## src/rtl/snpc_div.sv

```systemverilog
module snpc_div #(
    parameter int MW = 33,
    parameter int QW = 17
) (
    input  logic          clk,
    input  logic          en,
    input  logic [MW-1:0] dividend,
    input  logic [MW-1:0] divisor,
    output logic [QW-1:0] quotient
);

    logic [MW-1:0] rem_reg [QW];
    logic [MW-1:0] den_reg [QW];
    logic [QW-1:0] quo_reg [QW];

    logic [MW-1:0] rem_in [QW];
    logic [MW-1:0] den_in [QW];
    logic [QW-1:0] quo_in [QW];
    logic [MW-1:0] rem_next [QW];
    logic [QW-1:0] quo_next [QW];

    always_comb
    begin
        rem_in[0] = dividend;
        den_in[0] = divisor;
        quo_in[0] = '0;
        for (int k = 1; k < QW; k++)
        begin
            rem_in[k] = rem_reg[k-1];
            den_in[k] = den_reg[k-1];
            quo_in[k] = quo_reg[k-1];
        end
    end

    // restoring division, one quotient bit per stage; the integer bit comes first
    always_comb
    begin
        logic [MW:0] acc;
        logic        ge;
        for (int k = 0; k < QW; k++)
        begin
            if (k == 0)
            begin
                acc = {1'b0, rem_in[k]};
            end
            else
            begin
                acc = {rem_in[k], 1'b0};
            end
            ge = (acc >= {1'b0, den_in[k]});
            if (ge)
            begin
                acc = acc - {1'b0, den_in[k]};
            end
            rem_next[k] = acc[MW-1:0];
            quo_next[k] = {quo_in[k][QW-2:0], ge};
        end
    end

    always_ff @(posedge clk)
    begin
        if (en)
        begin
            for (int k = 0; k < QW; k++)
            begin
                rem_reg[k] <= rem_next[k];
                den_reg[k] <= den_in[k];
                quo_reg[k] <= quo_next[k];
            end
        end
    end

    assign quotient = quo_reg[QW-1];

endmodule

```

## config.mk

```make
export PLATFORM = sky130hd
export DESIGN_NAME = snpc_div
export DESIGN_NICKNAME = d
export VERILOG_FILES = /design/src/rtl/snpc_div.sv
export SDC_FILE = /design/constraint.sdc
export NUM_CORES = 2
export LEC_CHECK = 0
export BUFFER_PORTS_ARGS = -buffer_cell sky130_fd_sc_hd__buf_2
export CORE_ASPECT_RATIO = 0.5
export CORE_MARGIN = 4
export CORE_UTILIZATION = 64
export DETAILED_ROUTE_END_ITERATION = 16
export GPL_ROUTABILITY_DRIVEN = 0
export GPL_TIMING_DRIVEN = 0
export HOLD_SLACK_MARGIN = 0.08
export PLACE_DENSITY = 0.79
export SETUP_SLACK_MARGIN = 0.2
export SYNTH_ARGS = -nofsm -noshare
export SYNTH_HDL_FRONTEND = slang
export SYNTH_SLANG_ARGS = --single-unit
```

## constraint.sdc

```tcl
create_clock -name clk -period 4.41 [get_ports clk]
set_input_delay 0.6615 -clock clk [delete_from_list [all_inputs] [get_ports clk]]
set_output_delay 0.6615 -clock clk [all_outputs]
set_load 0.1 [all_outputs]
```

After elaboration in Yosys (flattened, before gate mapping). Memory sizes are Yosys's and may differ from the RTL's. Cells that the tools add are included.

Memory bits (writable): 1411. Logic and storage cells: 56. Memories: 3. Bits in registers: 0. Latch bits: 0. Bits in read-only memories: 0. Output and inout bits: 17. Input port bits: 68.

Mux-type cells: 19. Bitwise operators: 0. Reduce and logical (&&, ||, !) cells: 0. Divide/modulo/power cells: 0. $lt $le $gt $ge: 17. $mul: 0. $add $sub $neg: 17. Eq/ne operators: 0. Shift operators: 0.

Memories: den_reg (depth 17, width 33, read ports 16, clocked after memory_dff 0, wr ports 17, RTL line 13) `logic [MW-1:0] den_reg [QW];`; rem_reg (depth 17, width 33, read ports 16, clocked after memory_dff 0, wr ports 17, RTL line 12) `logic [MW-1:0] rem_reg [QW];`; quo_reg (depth 17, width 17, read ports 17, clocked after memory_dff 0, wr ports 17, RTL line 14) `logic [QW-1:0] quo_reg [QW];`.

Operators by type and width (number): $mux W33 (17); $sub A33 B33 Y33 (17); $ge A34 B33 Y1 (16); $ge A33 B33 Y1 (1); $mux W1 (2).

Logic depth before layout (Yosys ltp). An unclocked memory read counts as a cell.

Word-level depth: 3. Mapped depth: 16. Depth with buffers taken out: 13.

Worst setup path before layout. OpenSTA, ideal clock, no wires.

Path type: input port to flip-flop. Start point: input port divisor[6]. End point: memory rem_reg[0][25], data pin. Path slack: 0.921 ns. Arrival: 3.229 ns. Data required time: 4.150 ns. Stages on the path: 13. Cell sequence: inv_1 > ha_1 > and3_1 > and4_1 > a211o_1 > a211oi_2 > a211o_1 > a31oi_1 > a31o_2 > a31oi_4 > inv_2 > buf_2 > mux2_2.

RTL lines: start, declared (RTL line 8) `input logic [MW-1:0] divisor,`; end, declared (RTL line 12).

==> results.toml <==
[worst_setup_path]
cp.arrival_ns = 4.59
r2r.worst_path.cells = 12
startpoint_type = "primary input"
worstPathRequired_ns = 4.88
cp_slowest_cell = "dlygate4sd3_1"
crit_type = "primary input to register"
end_kind = "register"
crit_chain = "dlygate4sd3_1, buf_2, inv_1, ha_1, and4_1, a211o_1, a211oi_2, a211o_1, a31oi_1, a31o_2, a31oi_4, inv_2, buf_2, mux2_2"
crit_fanout = 10
reg2reg_slack_ns = 0.31
cpPeakStageDelay_ns = 0.51

[yosys]
synth_cells = 6635
synth_area_sq_um = 72000
synth_flop_cell = "edfxtp_1"
syn_nets = 7279
async_flop_share_pct = 0
synth_edf_count = 1209
avgSynthCellArea_sq_um = 10.9
synth_warnings = 0
ys_ff_latch = 1209
yosysUniqueCellTypes = 90
ys_seq_area_share_pct = 50.4

[sta]
finalHoldViolCount = 0
clock_skew_ns = 0.0298
setup_viol = 0
rsz0062_at_grt = "false"
worstMarginPinSlew_ns = 1.09
period_share_pct = 93.4
min_period_ns = 4.12
final-max-slew-violation-count = 0
fmax_ghz = 0.243
max_slew_margin_pct = 27.1
hold_slack_ns = 0.131

[detailed_routing]
routed_wl_um = 151000
via_count = 50902
antenna_left = 0
wl_per_cell_um = 17.9
via_per_inst = 6.03
drtPass1Iterations = 12
drt_iter0_markers = 4321
drc = 0

[global_routing]
grt.total_usage_pct = 25.3
grt_pass1_vias = 50707
use_met1_pct = 29.4
use_met2_pct = 45.7
grt.busiest_layer = "met2"
overflow = 0
grt_max_degree = 201
antenna_found_initial = 0
met3_usage_pct = 2.94
grt_pass1_wl_um = 245000

[power_and_ir_drop]
leakage_nw = 32.8
ir_drop_mv = 0.357
powerDensity_nw_per_um2 = 715

[floorplanning]
num_rows = 86
fp.dieArea_sq_um = 118000
start_util_pct = 65.0
die_x_um = 482
ios = 85
core_area_sq_um = 111000
fp.dieH_um = 245

[clocking]
clock-sinks = 1209
cts_buffers = 105
cts_htree_levels = 3
root_buffer = "clkbuf_16"
clk_pin_slew_ns = 0.06
cts_max_path_buffers = 3
worstSkewPairLatency_ns = 0.73
tritoncts = "done"

[final_layout]
final_cells = 8437
num_antenna_cells = 0
finalNetCount = 7500
fillCellCount = 7550
area_growth_pct = 8.73
drive_gt1_share_pct = 8.44

[status]
status = "completed"

[placed_design]
port_buffers = 84
hpwl_um = 112000
place_inst = 8221

[job]
max-cap-violations = 0

[worst_hold_path]
worstHoldPathType = "primary input to register"
worstHoldPathCells = 1
-- path summary, 6_finish.rpt --
kind,to,startpoint
max reg2reg,rem_reg[0][118],rem_reg[0][67]
min reg2reg,quo_reg[0][278],quo_reg[0][260]
min,den_reg[0][32],divisor[32]
max,rem_reg[0][31],divisor[5]
-- final cells by class --
class	instances	area (sq um)	share of cell area, %
flip-flops and latches	1209	36300	46.4
multi-input cells	4557	32500	41.5
clock buffers	127	2730	3.49
inverters	724	2720	3.47
well taps	1496	1870	2.39
repair buffers	114	901	1.15
clock inverters	65	659	0.842
plain buffers	145	634	0.810
-- cell families after synthesis --
logic type | share of synthesized area, %
buf+inv | 4.64
simple gates | 10.2
flops | 50.4
xor+xnor | 5.15
mux | 3.42
compound gates | 16.0
fa+ha+maj | 10.2
-- per-layer routing --
metal / share of wire (%) / vias to the layer above
li1: - / 24741
met1: 40 / 23486
met2: 50 / 2124
met3: 4.9 / 551
met4: 5.9 / 0
met5: 0 / -
-- report_power, final --
group / total (W) / switching, W / leakage [nW] / internal (W)
combinational: 0.0278 / 0.0160 / 19.3 / 0.0119
sequential: 0.0190 / 0.00167 / 11.8 / 0.0173
clock: 0.00918 / 0.00407 / 1.65 / 0.00511
-- what timing repair did --
| action | in CTS | in global routing |
|---|---|---|
| pin swaps | 1 | 4 |
| setup buffers | 3 | 7 |
| endpoints found under the setup margin | 365 | 384 |
| gates cloned | 2 | 1 |
| resized for setup | 11 | 30 |
| endpoints found under the hold margin | 11 | 0 |
| hold buffers | 11 | 0 |
-- Yosys cell counts (13+ instances only) --
library cell	count	area, sq um
edfxtp_1	1209	36300
inv_1	719	2700
ha_1	560	7010
a21oi_1	533	2670
nand2_1	440	1650
nor2_1	411	1540
o21ai_0	388	1940
a21o_1	312	2340
xnor2_1	263	2300
mux2_2	198	2230
xor2_1	160	1400
nor3_1	107	536
nand3_1	103	515
clkbuf_1	99	372
nand4_1	94	588
o21bai_1	86	646
o21a_1	83	623
nor2b_1	75	469
nand2b_1	70	438
a31oi_1	66	413
and3_1	55	344
o31ai_1	54	405
buf_2	37	185
and2_1	36	225
a211oi_1	32	240
o211ai_1	30	225
or3_1	26	163
or2_2	24	150
mux2i_1	23	230
a2111oi_0	22	193
nor4_1	21	131
a21boi_0	19	143
and4_1	19	166
a41oi_1	17	149
fa_1	16	320
a211o_1	14	123
o21ai_1	14	70.1
nor3b_1	13	97.6
o31a_1	13	114
-- placed cells by master, fill, tap and decap left out, types with 55 or more instances in the layout --
cell type,count
o21bai_1,86
edfxtp_1,1209
inv_1,719
nand4_1,94
ha_1,560
nand2_1,439
a31oi_1,64
nand2b_1,70
buf_2,121
nor2_1,409
a21oi_1,531
o21a_1,83
a21o_1,312
clkbuf_16,107
o21ai_0,387
clkbuf_1,111
xor2_1,160
nor3_1,106
and3_1,55
nor2b_1,75
nand3_1,103
mux2_2,198
xnor2_1,263
-- metrics by stage --
stage,area (sq um),TNS [ns],utilization (%),total power [W],setup slack (ns)
floorplan,72000,0,-,0.0395,0.921
CTS,78100,0,70.5,0.0554,0.206
global placement,74300,-,67.0,0.0451,-14.44
detailed placement,74500,-169.11,67.2,0.0458,-0.834
finish,78300,0,70.6,0.0560,0.291
global route,78300,0,70.6,0.0597,0.187
-- critical path: cells and delay by family --
family | cells | cell delay (ns)
AO/OA/AOI/OAI | 6 | 1.57
AND/OR/NAND/NOR | 1 | 0.41
multiplexers | 1 | 0.39
adder cells (fa/ha/maj) | 1 | 0.37
buffers and inverters | 5 | 1.17
Power figures use the tool's default switching activity.
