$ cat config.mk
export PLATFORM = sky130hd
export DESIGN_NAME = snpc_sqrt
export DESIGN_NICKNAME = d
export VERILOG_FILES = /design/src/rtl/snpc_sqrt.sv
export SDC_FILE = /design/constraint.sdc
export NUM_CORES = 2
export LEC_CHECK = 0
export ABC_AREA = 0
export BUFFER_PORTS_ARGS = -buffer_cell sky130_fd_sc_hd__buf_2
export CAP_MARGIN = 20
export CORE_AREA = 8 8 503 505
export DETAILED_ROUTE_END_ITERATION = 12
export DIE_AREA = 0 0 511 513
export GPL_ROUTABILITY_DRIVEN = 0
export HOLD_SLACK_MARGIN = 0.15
export PLACE_DENSITY = 0.71
export SYNTH_ARGS = -nofsm -noshare
export SYNTH_HDL_FRONTEND = slang
export SYNTH_MEMORY_MAX_BITS = 65536
export SYNTH_SLANG_ARGS = --single-unit
$ cat constraint.sdc
create_clock -name clk -period 6.2 [get_ports clk]
set_input_delay 0.62 -clock clk [delete_from_list [all_inputs] [get_ports clk]]
set_output_delay 0.62 -clock clk [all_outputs]
set_load 0.005 [all_outputs]
$ cat src/rtl/snpc_sqrt.sv
module snpc_sqrt #(
    parameter int MW = 33
) (
    input  logic            clk,
    input  logic            en,
    input  logic [2*MW-1:0] radicand,
    output logic [MW-1:0]   root
);

    logic [MW+1:0]   rem_reg  [MW];
    logic [MW-1:0]   root_reg [MW];
    logic [2*MW-1:0] sh_reg   [MW];

    logic [MW+1:0]   rem_in   [MW];
    logic [MW-1:0]   root_in  [MW];
    logic [2*MW-1:0] sh_in    [MW];
    logic [MW+1:0]   rem_next  [MW];
    logic [MW-1:0]   root_next [MW];
    logic [2*MW-1:0] sh_next   [MW];

    // stage inputs: first stage from the port, others from the stage before
    always_comb
    begin
        rem_in[0]  = '0;
        root_in[0] = '0;
        sh_in[0]   = radicand;
        for (int k = 1; k < MW; k++)
        begin
            rem_in[k]  = rem_reg[k-1];
            root_in[k] = root_reg[k-1];
            sh_in[k]   = sh_reg[k-1];
        end
    end

    // one root bit per stage, two radicand bits brought down each time
    always_comb
    begin
        logic [MW+1:0] acc;
        logic [MW+1:0] trial;
        for (int k = 0; k < MW; k++)
        begin
            acc   = {rem_in[k][MW-1:0], sh_in[k][2*MW-1 -: 2]};
            trial = {root_in[k], 2'b01};
            if (acc >= trial)
            begin
                rem_next[k]  = acc - trial;
                root_next[k] = {root_in[k][MW-2:0], 1'b1};
            end
            else
            begin
                rem_next[k]  = acc;
                root_next[k] = {root_in[k][MW-2:0], 1'b0};
            end
            sh_next[k] = {sh_in[k][2*MW-3:0], 2'b00};
        end
    end

    always_ff @(posedge clk)
    begin
        if (en)
        begin
            for (int k = 0; k < MW; k++)
            begin
                rem_reg[k]  <= rem_next[k];
                root_reg[k] <= root_next[k];
                sh_reg[k]   <= sh_next[k];
            end
        end
    end

    assign root = root_reg[MW-1];

endmodule

# --- After elaboration in Yosys (flattened, before gate mapping) ---
# Memory sizes are Yosys's and may differ from the RTL's.
# Index checks and enable logic that the tools add are counted.
totals:
  register_bits: 0
  latch_bits: 0
  ramBits: 4356
  rom_bits: 0
  in_bits: 68
  out_inout_bits: 33
  wordCells: 137
  memories: 3
op_classes:
  add_sub_neg: 33
  mul: 0
  div_mod_pow: 0
  n_lt_le_gt_ge: 33
  eq_ne: 0
  shift: 0
  muxes: 68
  bitwise_logic: 0
  reduce_logical: 0
memory_table:
  columns: ["memory", "words", "word_bits", "read_ports", "rd_clocked_by_memory_dff", "wr", "line", "source"]
  rows:
  - ["sh_reg", 33, 64, 32, 0, 33, "12", "logic [2*MW-1:0] sh_reg [MW];"]
  - ["rem_reg", 33, 35, 32, 0, 33, "10", "logic [MW+1:0] rem_reg [MW];"]
  - ["root_reg", 33, 33, 33, 0, 33, "11", "logic [MW-1:0] root_reg [MW];"]
op_table:
  columns: ["cell", "n"]
  rows:
  - ["$mux 35", 33]
  - ["$ge 35x35->1", 32]
  - ["$sub 35x35->35", 32]
  - ["$mux 1", 35]
  - ["$sub 2x1->3 const B", 1]
  - ["$ge 2x1->1 const B", 1]

# --- Longest topological paths before layout ---
# An unclocked memory read counts as a cell.
depth:
  depth_word: 3
  mapped_depth: 15
  depth_no_buf: 13

# --- Least setup slack after synthesis ---
# OpenSTA, ideal clock, no wires.
synth_path:
  path_kind: "register -> register"
  start: "mem rem_reg[0][986] (netlist bit)"
  end: "mem rem_reg[0][1029] (netlist bit) (data pin)"
  setup_time_ps: 260
  t_arrival_ps: 3286
  required_time_ps: 5940
  setup_slack_ps: 2654
  path_stages_with_launch: 12
  n_path_buf: 1
  synth_period_minus_slack_ps: 3546
  cell_sequence: "edfxtp_1 > ha_1 > a21oi_1 > o21ai_0 > a221oi_1 > a21oi_1 > or3_1 > o211ai_1 > o21bai_1 > a311oi_1 > clkbuf_1 > mux2_2"
synth_rtl:
  columns: ["element", "line"]
  rows:
  - ["start, declared", "10"]

==> results.yml <==
logic_synthesis:
  syn_nets: 10100
  synth_ff_type: "edfxtp_1"
  synth_most_common_cell: "edfxtp_1"
  yosysTopAreaCell: "edfxtp_1"
  synthTopCellsByCount: "2,624 x edfxtp_1, 738 x inv_1, 718 x nand2_1, 595 x ha_1, 574 x o21ai_0"
  synth-edff-count: 2624
  synthCells: 9400
  synthTopCellsByArea: "edfxtp_1 65%, ha_1 6.1%, xor2_1 3.0%"
  synth_top_area_frac: 0.647
  yosysSeqAreaShare: 0.647
  avgSynthCellArea_um2: 13.0
  ys_seq_elements: 2624
  synthArstFlopShare: 0
  ys_warn_count: 0
  synth.distinct_cells: 96
  syn_area_um2: 122000
pwr:
  internal-power_mw: 37.0
  peakVddDrop_v: 0.000334
  p_switching_mw: 14.6
  switching_share: 0.282
  p_leak_nw: 51.9
  p_seq_frac: 0.468
  combPwrFrac: 0.210
  clkPwrFrac: 0.323
  cellPowerDensity_nw_per_um2: 378
timing:
  tightest_slew_ps: 1040
  finalCriticalPeriod_ps: 4610
  relSlewSlack: 0.304
  setup_slack_ps: 1590
  finalHoldViolCount: 0
  setup_viol: 0
  max_freq_mhz: 217
  hold_slack_ps: 250
  finClkSkew_ps: 92.2
  slew_violations: 0
  tns_ps: 0
  rsz0062_at_grt: "no"
  period_share: 0.743
grt:
  grt_use_total: 0.179
  grt_max_degree: 150
  grt_overflow: 0
  grt_pass1_wl_um: 387000
  antenna_found_initial: 2
  grt_pass1_vias: 73600
place:
  placed_cell_area_um2: 127000
  post-dp-hpwl_um: 172000
  dp_worst_setup_slack_ps: 1650
  io_buffer_count: 100
cts:
  clkSlewWorstSetupHoldPaths_ps: 60
  cts_setup_buffers: 0
  ctsResizeCount: 0
  insertion_delay_ps: 940
  cts_tree: "done"
  root_buffer: "clkbuf_16"
  h-tree-depth: 5
  numCtsBuffers: 296
  clock_sinks: 2624
  max-clock-path-buffers: 4
hold_path:
  worst_hold_path_type: "primary input to flip-flop"
drt:
  viasPerCell: 5.66
  drc: 0
  vias: 74500
  wl_per_cell_um: 18.6
  drt-initial-drc-count: 6282
  first_pass_iters: 7
  finalWirelength_um: 245000
  ant_nets: 0
die:
  std_cell_rows: 182
  die_h_um: 513
  die_w_um: 511
  start_util: 0.498
  dieArea_um2: 262000
  io_pins: 101
  coreArea_um2: 245000
finish:
  area_growth_pct: 11.9
  largest_reg_flops: 1056
  multi_input_area_um2: 39700
  fillCellCount: 19200
  drive_above_1_share: 0.0760
  utilization: 0.557
  final_nets: 10400
  stdcell_area_um2: 136000
  seq_area_um2: 78800
outcome:
  outcome: "completed"
setup_path:
  start_kind: "flip-flop"
  crit_top_cell: "a311o_1"
  end_kind: "flip-flop"
  required_ps: 6910
  crit_chain: "ha_1 -> nor3_1 -> a2111oi_0 -> o21ai_0 -> o21ai_1 -> a311o_1 -> a311o_1 -> a221oi_1 -> o211a_1 -> buf_4 -> mux2_2"
  timing.critical_path.slowest_stage_cell: "o211a_1"
  crit_type: "flip-flop to flip-flop"
  path_max_fanout: 38
  worstPathArrival_ps: 5310
  slowest_delay_ps: 620
job:
  maxCapViolCount: 0
==> kinds of logic (layout without fill, tap and decap cells) <==
kind of cell             count (synthesis)  after routing  synth area share
other                                    1              2         0.0000308
adder cells (fa/ha/maj)                595            595            0.0611
flip-flops                            2624           2624             0.647
AO/OA/AOI/OAI                         1918           1918            0.0978
AND/OR/NAND/NOR                       2427           2427            0.0983
XOR/XNOR                               811            811            0.0583
buffers and inverters                  920           1467            0.0285
multiplexers                           104            104           0.00948
==> area by class of cell <==
| type | instances | share of cell area |
|---|---|---|
| Sequential cell | 2624 | 0.578 |
| Inverter | 742 | 0.0204 |
| Clock buffer | 349 | 0.0562 |
| Timing Repair Buffer | 228 | 0.0141 |
| Tap cell | 3220 | 0.0295 |
| Clock inverter | 148 | 0.0111 |
| Multi-Input combinational cell | 5856 | 0.291 |
| Antenna cell | 1 | 0.0000183 |
==> cells in the final DEF, fill, tap and decap left out, types with 35 or more instances in the layout <==
| cell | Yosys | final |
|---|---|---|
| edfxtp_1 | 2624 | 2624 |
| inv_1 | 738 | 738 |
| nand2_1 | 718 | 718 |
| ha_1 | 595 | 595 |
| o21ai_0 | 574 | 574 |
| nor2_1 | 512 | 509 |
| a21oi_1 | 483 | 480 |
| xor2_1 | 423 | 423 |
| xnor2_1 | 387 | 387 |
| clkbuf_16 | 0 | 299 |
| a21o_1 | 247 | 247 |
| nor3_1 | 241 | 240 |
| nand3_1 | 151 | 151 |
| nand2b_1 | 120 | 120 |
| o21a_1 | 112 | 112 |
| nor4_1 | 110 | 110 |
| buf_2 | 14 | 100 |
| nor2b_1 | 97 | 97 |
| or3_1 | 94 | 94 |
| nand4_1 | 94 | 94 |
| mux2_2 | 90 | 90 |
| dlygate4sd3_1 | 0 | 67 |
| o31ai_1 | 66 | 66 |
| or4_1 | 65 | 65 |
| a31oi_1 | 67 | 65 |
| clkbuf_1 | 155 | 50 |
| clkinv_1 | 0 | 49 |
| a211oi_1 | 48 | 47 |
| clkinv_2 | 0 | 47 |
| and3_1 | 42 | 42 |
| o21bai_1 | 41 | 41 |
| or2_2 | 41 | 41 |
| o211ai_1 | 39 | 39 |
| buf_4 | 0 | 35 |
==> what timing repair did <==
action,CTS,global route
endpoints found under the hold margin,67,0
setup endpoints to repair,0,0
hold buffers,67,0
==> metrics by stage <==
| stage | power (mW) | cells |
|---|---|---|
| finish | 51.6 | 13200 |
| global route | 54.0 | 13200 |
| CTS | 51.9 | 13200 |
| detailed placement | 35.0 | 12600 |
| global placement | 34.6 | 12600 |
| floorplan | 31.7 | 9400 |
==> power groups by stage <==
stage | Combinational [mW] | Clock, mW | Sequential, mW
after floorplan | 7.98 | 0 | 23.7
after global placement | 10.2 | 0 | 24.4
after detailed placement | 10.6 | 0 | 24.4
after CTS | 10.7 | 17.2 | 24.1
after global routing | 11.9 | 17.8 | 24.3
final | 10.8 | 16.7 | 24.1
==> critical path: cells and delay by family, from the launching register on <==
| family | cells | cell delay (ps) |
|---|---|---|
| DFF | 1 | 400 |
| muxes | 1 | 380 |
| adders and majority gates | 1 | 390 |
| AOI/OAI and AO/OA | 7 | 2420 |
| buffers and inverters | 1 | 440 |
| and+or+nand+nor | 1 | 320 |
==> metal layers <==
layer	up-vias	share of wire	global-route usage
li1	35500	-	-
met1	35900	0.42	0.225
met2	2386	0.48	0.306
met3	682	0.055	0.0304
met4	0	0.047	0.0783
met5	-	0	0
==> worst paths after layout <==
| kind | end | cells past startpoint | slack, ps | startpoint |
|---|---|---|---|---|
| setup reg to reg | rem_reg[0][1096] | 11 | 1590 | rem_reg[0][1051] |
| hold reg to reg | sh_reg[0][1459] | 0 | 360 | sh_reg[0][1393] |
| hold / removal | sh_reg[0][621] | 1 | 250 | en |
| setup / recovery | rem_reg[0][1096] | 11 | 1590 | rem_reg[0][1051] |
Power figures use the tool's default switching activity.
