File: config.mk
export PLATFORM = sky130hd
export DESIGN_NAME = snpc_delay
export DESIGN_NICKNAME = d
export VERILOG_FILES = /design/src/rtl/snpc_delay.sv
export SDC_FILE = /design/constraint.sdc
export NUM_CORES = 1
export LEC_CHECK = 0
export ABC_AREA = 1
export BUFFER_PORTS_ARGS = -buffer_cell sky130_fd_sc_hd__buf_2
export CAP_MARGIN = 10
export CELL_PAD_IN_SITES_DETAIL_PLACEMENT = 1
export CELL_PAD_IN_SITES_GLOBAL_PLACEMENT = 1
export CORE_AREA = 5 5 42 44
export CTS_CLUSTER_DIAMETER = 100
export DETAILED_ROUTE_END_ITERATION = 6
export DIE_AREA = 0 0 47 49
export PLACE_DENSITY = 0.74
export SYNTH_ARGS = -nofsm -noshare
export SYNTH_HDL_FRONTEND = slang
export SYNTH_SLANG_ARGS = --single-unit
export TNS_END_PERCENT = 1
File: constraint.sdc
create_clock -name clk -period 0.8 [get_ports clk]
set_input_delay 0.16 -clock clk [delete_from_list [all_inputs] [get_ports clk]]
set_output_delay 0.16 -clock clk [all_outputs]
set_load 0.01 [all_outputs]
File: src/rtl/snpc_delay.sv
module snpc_delay #(
    parameter int WIDTH = 8,
    parameter int DEPTH = 1
) (
    input  logic             clk,
    input  logic             rst_n,
    input  logic             en,
    input  logic [WIDTH-1:0] d,
    output logic [WIDTH-1:0] q
);

    logic [WIDTH-1:0] line_reg [DEPTH];

    // side data shift line, moves with the pipeline enable
    always_ff @(posedge clk or negedge rst_n)
    begin
        if (!rst_n)
        begin
            for (int i = 0; i < DEPTH; i++)
            begin
                line_reg[i] <= '0;
            end
        end
        else if (en)
        begin
            line_reg[0] <= d;
            for (int i = 1; i < DEPTH; i++)
            begin
                line_reg[i] <= line_reg[i-1];
            end
        end
    end

    assign q = line_reg[DEPTH-1];

endmodule

### After elaboration in Yosys (flattened, before gate mapping)

Index checks and enable logic that the tools add are counted.

| word-level totals | value |
|---|---|
| input port bits | 11 |
| bits in registers | 8 |
| word-level logic and storage cells | 1 |
| output and inout bits | 8 |

### Longest topological paths before layout

Gate-level depths: netlist (run 1).

| depth | value |
|---|---|
| depth in word-level cells | 0 |
| mapped depth | 4 |

### Worst setup path before layout (run 1)

No wires, ideal clock.

| path | value |
|---|---|
| path type | register to register |
| from | register q[0] (netlist name) |
| to | register line_reg, in the netlist q[0] |
| arrival time | 499 ps |
| slack | 185 ps |
| setup time | 117 ps |
| buffers on the path | 0 |
| clock period less this slack | 615 ps |
| stages on the path, launching flop included | 3 |
| path through | dfrtp_1 -> nand2_1 -> nand2_1 |

RTL lines:

| item | line | text |
|---|---|---|
| to (signal, indexed assignment) | 29 | `line_reg[i] <= line_reg[i-1];` |
| to (decl) | 12 | `logic [WIDTH-1:0] line_reg [DEPTH];` |

### Worst setup path after layout (run 1)

| path | value |
|---|---|
| from | register line_reg, in the netlist q[2] |
| to | output port q[2] |

RTL lines:

| item | line | text |
|---|---|---|
| to (decl) | 9 | `output logic [WIDTH-1:0] q` |

No word-level cell between the ends.

==> flow_metrics.env, run 1 <==
export IMPL_max_slew_margin_rel=0.880
export IMPL_areaGrowthSynthToFinish_pct=45.5
export IMPL_period_minus_slack_ns=0.928
export IMPL_core_region_area_um2=1400
export IMPL_firstDrtPassIters=2
export IMPL_layout_area_seq_um2=200
export IMPL_route_detailed_vias_per_inst=3.97
export IMPL_crit_path_max_fanout=2
export IMPL_leakage_nw=0.268
export IMPL_synthesis_yosys_warnings=0
export IMPL_clock_tree_buffer_depth=2
export IMPL_placement_rows=14
export IMPL_outcome="complete, but fails checks"
export IMPL_p_total_mw=0.896
export IMPL_critPathTopFamily="flip-flops"
export IMPL_multi_input_comb_area_um2=90.1
export IMPL_postSynthAreaPerCell_um2=8.98
export IMPL_final_min_period_over_clock_period=1.16
export IMPL_violated_checks="setup timing"
export IMPL_worst_slew_pin_transition_ns=0.180
export IMPL_globalRouteMet2Util=0.0928
export IMPL_worst_path_max_delay_cell="sky130_fd_sc_hd__dfrtp_1"
export IMPL_synth_seq_area_share=0.656
export IMPL_cts_tree="yes"
export IMPL_port_buffers=18
export IMPL_maxCapViolations=0
export IMPL_dp_worst_setup_slack_ns=0.101
export IMPL_grt_first_pass_wirelength_um=1080
export IMPL_grt_antenna_before_repair=0
export IMPL_cp_required_ns=0.64
export IMPL_clkTransAtPathRegs_ns=0.05
export IMPL_ctsRootBufferMaster="sky130_fd_sc_hd__clkbuf_4"
export IMPL_setup_worst_path_end_class="output port"
export IMPL_numCtsBuffers=3
export IMPL_timing_critical_path_slowest_cell_delay_ns=0.38
export IMPL_setup_repair_after_global_routing_missed_its_margin="yes"
export IMPL_finalWeightedCongestion=0.608
export IMPL_top_usage_layer="met2"
export IMPL_grt_util_all_layers=0.0710
export IMPL_initial_core_util=0.218
export IMPL_worstSetupPathType="flip-flop to output port"
export IMPL_cts_sinks=8
export IMPL_clock_tree_skew_after_final_layout_ns=0
export IMPL_layout_nets=69
export IMPL_postSynthRegisterBits=8
export IMPL_drt_drc_violations_left=0
export IMPL_place_detailed_hpwl_um=615
export IMPL_finalHoldViolCount=0
export IMPL_die_height_um=49
export IMPL_number_of_flip_flops_under_the_largest_register_name=8
export IMPL_min_path_type="input pin to flip-flop"
export IMPL_i_o_pin_count=19
export IMPL_antenna_left=0
export IMPL_setup_viol_count_final=8
export IMPL_grt_util_met1=0.0766
export IMPL_clock_insertion_delay_worst_skew_ns=0.24
export IMPL_drive_above_1_share=0.411
export IMPL_synthCells=34
export IMPL_fillers=182
export IMPL_die_width_um=47
export IMPL_die_area_um2=2300
export IMPL_cell_area_power_density_nw_per_um2=2020
export IMPL_wl_per_cell_um=10.5
export IMPL_worst_ir_drop_vdd_uv=660
export IMPL_finalMaxSlewViolations=0
export IMPL_finalWirelength_um=758
export IMPL_post_cts_resize_count=0
export IMPL_data_arrival_time_of_the_critical_path_ns=0.77
export IMPL_dr_total_vias=286
export IMPL_first_global_vias=274
export IMPL_cts_max_level=1
export IMPL_number_of_library_cell_types_mapped_by_synthesis=4
export IMPL_detail_route_iter0_violations=2
export IMPL_critPathBufInv=1
export IMPL_path_cells="buf_2"
export IMPL_grt_overflow_total=0
export IMPL_setup_worst_path_start_class="flip-flop"
export IMPL_syn_nets=45
export IMPL_antenna_cells=0
export IMPL_grt_start_max_net_pins=10
export IMPL_max_freq_mhz=1080
export IMPL_post_synth_instance_area_um2=305
export IMPL_timing_final_ws_setup_ns=-0.128
export IMPL_gr_usage_met3=0.0480
-- power breakdown --
| group | internal, mW | switching [mW] |
|---|---|---|
| clock | 0.171 | 0.124 |
| combinational | 0.0659 | 0.0775 |
| sequential | 0.441 | 0.0173 |
| total | 0.678 | 0.218 |
-- synthesized netlist by cell type --
library cell	count	area, um^2
sky130_fd_sc_hd__dfrtp_1	8	200
sky130_fd_sc_hd__inv_2	1	3.75
sky130_fd_sc_hd__nand2_1	24	90.1
sky130_fd_sc_hd__buf_6	1	11.3
-- layout by cell type, fill, tap and decap left out --
| master | netlist | final |
|---|---|---|
| sky130_fd_sc_hd__nand2_1 | 24 | 24 |
| sky130_fd_sc_hd__buf_2 | 0 | 18 |
| sky130_fd_sc_hd__dfrtp_1 | 8 | 8 |
| sky130_fd_sc_hd__clkbuf_4 | 0 | 3 |
| sky130_fd_sc_hd__inv_2 | 1 | 1 |
| sky130_fd_sc_hd__dlygate4sd3_1 | 0 | 1 |
| sky130_fd_sc_hd__buf_4 | 0 | 1 |
-- stage by stage --
step / hold slack, ns / cells / util / TNS [ns] / area [um^2]
2_1_floorplan: -0.136 / 34 / - / 0 / 305
3_3_place_gp: 0.00839 / 67 / 0.288 / 0 / 404
3_5_place_dp: 0.0129 / 67 / 0.288 / 0 / 404
4_1_cts: 0.104 / 71 / 0.312 / -1.04 / 437
5_1_grt: 0.106 / 72 / 0.317 / -1.22 / 444
6_report: 0.111 / 72 / 0.317 / -0.922 / 444
-- kinds of logic (layout without fill, tap and decap cells) --
logic type	Yosys count	in the layout	synth area share
AND/OR/NAND/NOR	24	24	0.295
buffers and inverters	2	24	0.0492
flip-flops	8	8	0.656
-- worst paths after layout --
path | start | to | slack, ns | cells after the start
min reg2reg | q[7]$_DFFE_PN0P_ | q[7]$_DFFE_PN0P_ | 0.47 | 2
max in group asynchronous | rst_n | q[2]$_DFFE_PN0P_ | 0.35 | 2
max reg2reg | q[2]$_DFFE_PN0P_ | q[2]$_DFFE_PN0P_ | 0.08 | 3
max | q[2]$_DFFE_PN0P_ | q[2] | -0.13 | 1
min | d[7] | q[7]$_DFFE_PN0P_ | 0.11 | 3
min in group asynchronous | rst_n | q[7]$_DFFE_PN0P_ | 0.28 | 2
-- routing by layer --
layer  vias up  part of all wire
met5         -                 0
met4         0                 0
met3         0              0.10
met1       129              0.42
met2        12              0.48
li1        145                 -
-- final cells by class --
| type | count | area share |
|---|---|---|
| multi-input combinational | 24 | 0.203 |
| timing repair buffer | 20 | 0.242 |
| sequential | 8 | 0.451 |
| tap | 16 | 0.0451 |
| inverter | 1 | 0.00845 |
| clock buffer | 3 | 0.0507 |
-- worst min-delay path: cells and delay by family --
family,cells,cell delay [ns]
buffers and inverters,1,0.07
AND/OR/NAND/NOR,2,0.09
-- timing repair --
action	CTS	global route
buffers inserted	0	1
setup endpoints to repair	8	8
hold endpoints to repair	8	0
hold buffers	1	0
(Power assumes the default switching activity.)
==> run 2, diff against run 1 <==
--- a/config.mk
+++ b/config.mk
@@ -15,6 +15,7 @@
 export DETAILED_ROUTE_END_ITERATION = 6
 export DIE_AREA = 0 0 47 49
 export PLACE_DENSITY = 0.74
+export REMOVE_ABC_BUFFERS = 1
 export SYNTH_ARGS = -nofsm -noshare
 export SYNTH_HDL_FRONTEND = slang
 export SYNTH_SLANG_ARGS = --single-unit
==> run 2 against run 1 <==
The flow still finishes with violations (setup timing). Sequential share of layout area is 3.3 points lower. Clock skew unchanged. Register-to-register slack worse by 0.02 ns. Combinational power rose by 22%. Final cell count is 4.2% higher. Critical path depth is the same. Clock power up 5%. Core utilization grew 2.5 points. Non-clock buffer count grew 3. Via count is 7.3% higher. Flip-flop and latch count did not move. Worst setup slack got worse by 0.0040 ns. Largest cell class unchanged. Largest power group unchanged.
==> flow_metrics.env, run 2 (synthesis results as in run 1) <==
export IMPL_outcome="complete, but fails checks"
export IMPL_violated_checks="setup timing"
export IMPL_data_arrival_time_of_the_critical_path_ns=0.77
export IMPL_p_sw_mw=0.240
export IMPL_worstSetupPathType="flip-flop to output port"
export IMPL_antenna_left=0
export IMPL_dpl_instance_area_um2=404
export IMPL_port_buffers=18
export IMPL_final_area_um2=479
export IMPL_min_path_type="input pin to flip-flop"
export IMPL_p_total_mw=0.944
export IMPL_drive_above_1_share=0.441
export IMPL_antenna_cells=0
export IMPL_finalHoldViolCount=0
export IMPL_die_height_um=49
export IMPL_layout_nets=72
export IMPL_numCtsBuffers=3
export IMPL_layout_area_seq_um2=200
export IMPL_final_cell_mix="sky130_fd_sc_hd__nand2_1, sky130_fd_sc_hd__buf_2, sky130_fd_sc_hd__dfrtp_1"
export IMPL_core_region_area_um2=1400
export IMPL_initial_core_util=0.218
export IMPL_max_slew_margin_rel=0.875
export IMPL_critical_path_stages=1
export IMPL_setup_worst_path_start_class="flip-flop"
export IMPL_route_detailed_vias_per_inst=4.09
export IMPL_grt_first_pass_wirelength_um=1280
export IMPL_placement_rows=14
export IMPL_crit_path_max_fanout=2
export IMPL_ff2ff_setup_slack_ns=0.06
export IMPL_clock_tree_buffer_depth=2
export IMPL_clock_insertion_delay_worst_skew_ns=0.25
export IMPL_setup_viol_count_final=8
export IMPL_i_o_pin_count=19
export IMPL_wl_per_cell_um=11.0
export IMPL_path_cells="buf_6"
export IMPL_crit_path_start="q[5]$_DFFE_PN0P_"
export IMPL_count_of_cells_along_the_worst_register_to_register_path=3
export IMPL_drt_drc_violations_left=0
export IMPL_areaGrowthSynthToFinish_pct=57.0
export IMPL_clock_tree_skew_after_final_layout_ns=0
export IMPL_die_width_um=47
export IMPL_seq_power_share=0.489
export IMPL_timing_critical_path_slowest_cell_delay_ns=0.39
export IMPL_finalMaxSlewViolations=0
export IMPL_cts_sinks=8
export IMPL_dr_total_vias=307
export IMPL_grt_util_all_layers=0.0804
export IMPL_cp_required_ns=0.64
export IMPL_maxCapViolations=0
export IMPL_worst_path_max_delay_cell="sky130_fd_sc_hd__dfrtp_1"
export IMPL_timing_critical_path_to="q[5]"
export IMPL_cts_tree="yes"
export IMPL_grt_antenna_before_repair=0
export IMPL_worst_slew_pin_transition_ns=0.187
export IMPL_setup_worst_path_end_class="output port"
export IMPL_fin_setup_tns_ns=-1.01
export IMPL_worstHoldPathCells=3
export IMPL_grt_start_max_net_pins=10
export IMPL_cell_area_power_density_nw_per_um2=1970
export IMPL_detail_route_iter0_violations=10
export IMPL_mostFrequentLayoutCell="sky130_fd_sc_hd__nand2_1"
export IMPL_clkTransAtPathRegs_ns=0.05
export IMPL_finalHoldWorstSlack_ns=0.108
export IMPL_timing_rr_start="q[5]$_DFFE_PN0P_"
export IMPL_ctsRootBufferMaster="sky130_fd_sc_hd__clkbuf_4"
export IMPL_setup_repair_after_global_routing_missed_its_margin="yes"
export IMPL_leakage_nw=0.286
export IMPL_firstDrtPassIters=2
export IMPL_critPathTopFamily="flip-flops"
export IMPL_multi_input_comb_area_um2=90.1
export IMPL_number_of_flip_flops_under_the_largest_register_name=8
export IMPL_cts_max_level=1
export IMPL_critPathBufInv=1
export IMPL_pwr_share_clk=0.328
export IMPL_finalWeightedCongestion=0.626
export IMPL_final_min_period_over_clock_period=1.16
export IMPL_cellInternalPower_mw=0.704
export IMPL_power_share_combinational=0.184
export IMPL_first_global_vias=318
export IMPL_die_area_um2=2300
export IMPL_max_freq_mhz=1070
export IMPL_period_minus_slack_ns=0.932
export IMPL_crit_reg2reg_capture="q[5]$_DFFE_PN0P_"
export IMPL_timing_final_ws_setup_ns=-0.132
export IMPL_fillers=190
export IMPL_sw_frac_of_total=0.255
export IMPL_grt_overflow_total=0
export IMPL_worst_ir_drop_vdd_uv=765
export IMPL_finalWirelength_um=822
==> run 2: final cells by class <==
cell class	instances	share of cell area
inverter	1	0.00783
timing repair buffer	23	0.298
multi-input combinational	24	0.188
tap	16	0.0418
clock buffer	3	0.0470
sequential	8	0.418
==> run 2: how the worst min path moves through the flow <==
stage,start,endpoint
final,d[3],q[3]$_DFFE_PN0P_
after global routing,d[1],q[1]$_DFFE_PN0P_
after CTS,d[3],q[3]$_DFFE_PN0P_
after detailed placement,rst_n,q[0]$_DFFE_PN0P_
after global placement,rst_n,q[0]$_DFFE_PN0P_
after floorplan,rst_n,q[0]$_DFFE_PN0P_
==> run 2: worst min-delay path, delay by kind of cell <==
family | cells | cell delay, ns
buffers and inverters | 1 | 0.07
and+or+nand+nor | 2 | 0.09
==> run 2: power by group through the flow <==
stage          clock [mW]  combinational [mW]  sequential [mW]
6_report            0.309               0.174            0.461
2_1_floorplan           0              0.0357            0.484
5_1_grt             0.347               0.193            0.465
4_1_cts             0.329               0.156            0.460
3_3_place_gp            0               0.133            0.466
3_5_place_dp            0               0.138            0.468
==> run 2: metal layers <==
metal  GRT usage  vias to the layer above  part of all wire
li1            -                      152                 -
met1      0.0816                      143              0.38
met2       0.124                       10              0.54
met3      0.0258                        2             0.068
met4      0.0691                        0            0.0049
met5           0                        -                 0
==> run 2: what timing repair did <==
item | CTS | global route
buffers inserted | 2 | 2
endpoints found under the setup margin | 8 | 8
resized for setup | 0 | 2
hold buffers | 1 | 0
pin swaps | 0 | 0
endpoints found under the hold margin | 8 | 0
==> run 2: stage by stage <==
stage	util	std cells	setup WS, ns
floorplan	-	33	0.185
global placement	0.288	67	0.138
detailed placement	0.288	67	0.106
CTS	0.322	73	-0.153
global route	0.342	75	-0.164
finish	0.342	75	-0.132
==> run 3, diff against run 2 <==
--- a/config.mk
+++ b/config.mk
@@ -14,7 +14,7 @@
 export CTS_CLUSTER_DIAMETER = 100
 export DETAILED_ROUTE_END_ITERATION = 6
 export DIE_AREA = 0 0 47 49
-export PLACE_DENSITY = 0.74
+export PLACE_DENSITY_LB_ADDON = 0.1
 export REMOVE_ABC_BUFFERS = 1
 export SYNTH_ARGS = -nofsm -noshare
 export SYNTH_HDL_FRONTEND = slang
==> run 3 against run 2 <==
The run still ends with setup timing left. Clock skew unchanged. Sequential share of layout area increased by 0.44 points. Clock power rose by 1%. Largest cell class unchanged.
==> flow_metrics.env, run 3 (synthesis results as in run 1) <==
export IMPL_placement_rows=14
export IMPL_setup_repair_after_global_routing_missed_its_margin="yes"
export IMPL_worst_path_max_delay_cell="sky130_fd_sc_hd__dfrtp_1"
export IMPL_min_path_type="input pin to flip-flop"
export IMPL_finalHoldViolCount=0
export IMPL_top_layer_used="met4"
export IMPL_worst_ir_drop_vdd_uv=692
export IMPL_route_detailed_vias_per_inst=4.11
export IMPL_grt_overflow_total=0
export IMPL_numCtsBuffers=3
export IMPL_firstDrtPassIters=1
export IMPL_timing_hold_worst_endpoint="q[7]$_DFFE_PN0P_"
export IMPL_grt_start_max_net_pins=10
export IMPL_timing_rr_start="q[4]$_DFFE_PN0P_"
export IMPL_final_cell_mix="sky130_fd_sc_hd__nand2_1, sky130_fd_sc_hd__buf_2, sky130_fd_sc_hd__dfrtp_1"
export IMPL_leakage_nw=0.287
export IMPL_clock_tree_buffer_depth=2
export IMPL_port_buffers=18
export IMPL_met3RoutedLength_um=86
export IMPL_pwr_share_clk=0.333
export IMPL_cell_area_power_density_nw_per_um2=1980
export IMPL_p_sw_mw=0.240
export IMPL_detail_route_iter0_violations=0
export IMPL_violated_checks="setup timing"
export IMPL_die_width_um=47
export IMPL_cts_sinks=8
export IMPL_clock_insertion_delay_worst_skew_ns=0.26
export IMPL_dr_total_vias=312
export IMPL_worstHoldPathCells=3
export IMPL_worstSetupPathType="flip-flop to output port"
export IMPL_critPathBufInv=1
export IMPL_finalWeightedCongestion=0.716
export IMPL_cts_max_level=1
export IMPL_max_slew_margin_rel=0.884
export IMPL_mostFrequentLayoutCell="sky130_fd_sc_hd__nand2_1"
export IMPL_fin_setup_tns_ns=-1.01
export IMPL_finalHoldWorstSlack_ns=0.102
export IMPL_cellInternalPower_mw=0.699
export IMPL_seq_power_share=0.486
export IMPL_layout_nets=73
export IMPL_finalMaxSlewViolations=0
export IMPL_ff2ff_setup_slack_ns=-0.01
export IMPL_grt_first_pass_wirelength_um=1240
export IMPL_crit_reg2reg_capture="q[4]$_DFFE_PN0P_"
export IMPL_ctsRootBufferMaster="sky130_fd_sc_hd__clkbuf_4"
export IMPL_max_freq_mhz=1070
export IMPL_placed_cell_count=67
export IMPL_timing_final_ws_setup_ns=-0.131
export IMPL_worst_slew_pin_transition_ns=0.174
export IMPL_hold_start="d[7]"
export IMPL_antenna_left=0
export IMPL_timing_critical_path_slowest_cell_delay_ns=0.37
export IMPL_die_height_um=49
export IMPL_outcome="complete, but fails checks"
export IMPL_core_region_area_um2=1400
export IMPL_power_share_combinational=0.181
export IMPL_number_of_flip_flops_under_the_largest_register_name=8
export IMPL_cp_required_ns=0.64
export IMPL_critPathTopFamily="flip-flops"
export IMPL_data_arrival_time_of_the_critical_path_ns=0.77
export IMPL_setup_worst_path_start_class="flip-flop"
export IMPL_route_layer_met1_wl_um=275
export IMPL_maxCapViolations=0
export IMPL_dp_worst_setup_slack_ns=0.100
export IMPL_route_met2_wl_um=432
export IMPL_i_o_pin_count=19
export IMPL_period_minus_slack_ns=0.931
export IMPL_drive_above_1_share=0.450
export IMPL_grt_antenna_before_repair=0
export IMPL_wl_per_cell_um=10.9
export IMPL_cts_tree="yes"
export IMPL_drt_drc_violations_left=0
export IMPL_setup_viol_count_final=9
export IMPL_sw_frac_of_total=0.256
export IMPL_final_min_period_over_clock_period=1.16
export IMPL_die_area_um2=2300
export IMPL_grt_util_all_layers=0.0833
export IMPL_first_global_vias=330
export IMPL_areaGrowthSynthToFinish_pct=55.3
export IMPL_crit_path_max_fanout=2
export IMPL_post_layout_nonfiller_instances=76
export IMPL_path_cells="buf_2"
export IMPL_count_of_cells_along_the_worst_register_to_register_path=4
export IMPL_finalWirelength_um=825
export IMPL_clkTransAtPathRegs_ns=0.05
export IMPL_initial_core_util=0.218
export IMPL_setup_worst_path_end_class="output port"
export IMPL_clock_tree_skew_after_final_layout_ns=0
export IMPL_antenna_cells=0
-- run 3: cell types whose count changed in the layout (fill, tap and decap cells not counted), sizes merged --
cell  delta
buf      +1
-- run 3: worst max-delay path by stage --
stage	slack, ns	endpoint	cells past startpoint	startpoint
2_1_floorplan	0.18	q[0]$_DFFE_PN0P_	2	q[0]$_DFFE_PN0P_
3_3_place_gp	0.12	q[4]$_DFFE_PN0P_	4	en
3_5_place_dp	0.10	q[5]$_DFFE_PN0P_	4	en
4_1_cts	-0.14	q[6]	1	q[6]$_DFFE_PN0P_
5_1_grt	-0.16	q[5]	1	q[5]$_DFFE_PN0P_
6_report	-0.13	q[6]	1	q[6]$_DFFE_PN0P_
-- run 3: metal layers --
layer	global-route usage	vias up
met3	0.0443	3
met2	0.133	14
li1	-	153
met1	0.0636	142
met4	0.0829	0
met5	0	-
-- run 3: layout make-up --
cell class	instances	area (um^2)
Multi-Input combinational cell	24	90.1
Sequential cell	8	200
Timing Repair Buffer	24	138
Fill cell	178	927
Tap cell	16	20.0
Clock buffer	3	22.5
Inverter	1	3.75
-- run 3: repair_timing --
item | 4_1_cts | 5_1_grt
pin swaps | 0 | 0
endpoints found under the setup margin | 8 | 8
endpoints found under the hold margin | 8 | 0
gates resized for setup | 0 | 0
buffers inserted | 2 | 3
hold buffers | 1 | 0
-- run 3: power groups by stage --
stage | clock [mW] | sequential [mW] | combinational [mW]
floorplan | 0 | 0.484 | 0.0357
global placement | 0 | 0.463 | 0.133
detailed placement | 0 | 0.465 | 0.139
CTS | 0.335 | 0.457 | 0.156
global route | 0.356 | 0.458 | 0.189
finish | 0.313 | 0.456 | 0.170
-- run 3: metrics by stage --
step	util	instance area, um^2	total power, mW
after floorplan	-	294	0.519
after global placement	0.288	404	0.596
after detailed placement	0.288	404	0.604
after global routing	0.338	474	1.00
final	0.338	474	0.940
after CTS	0.322	452	0.949
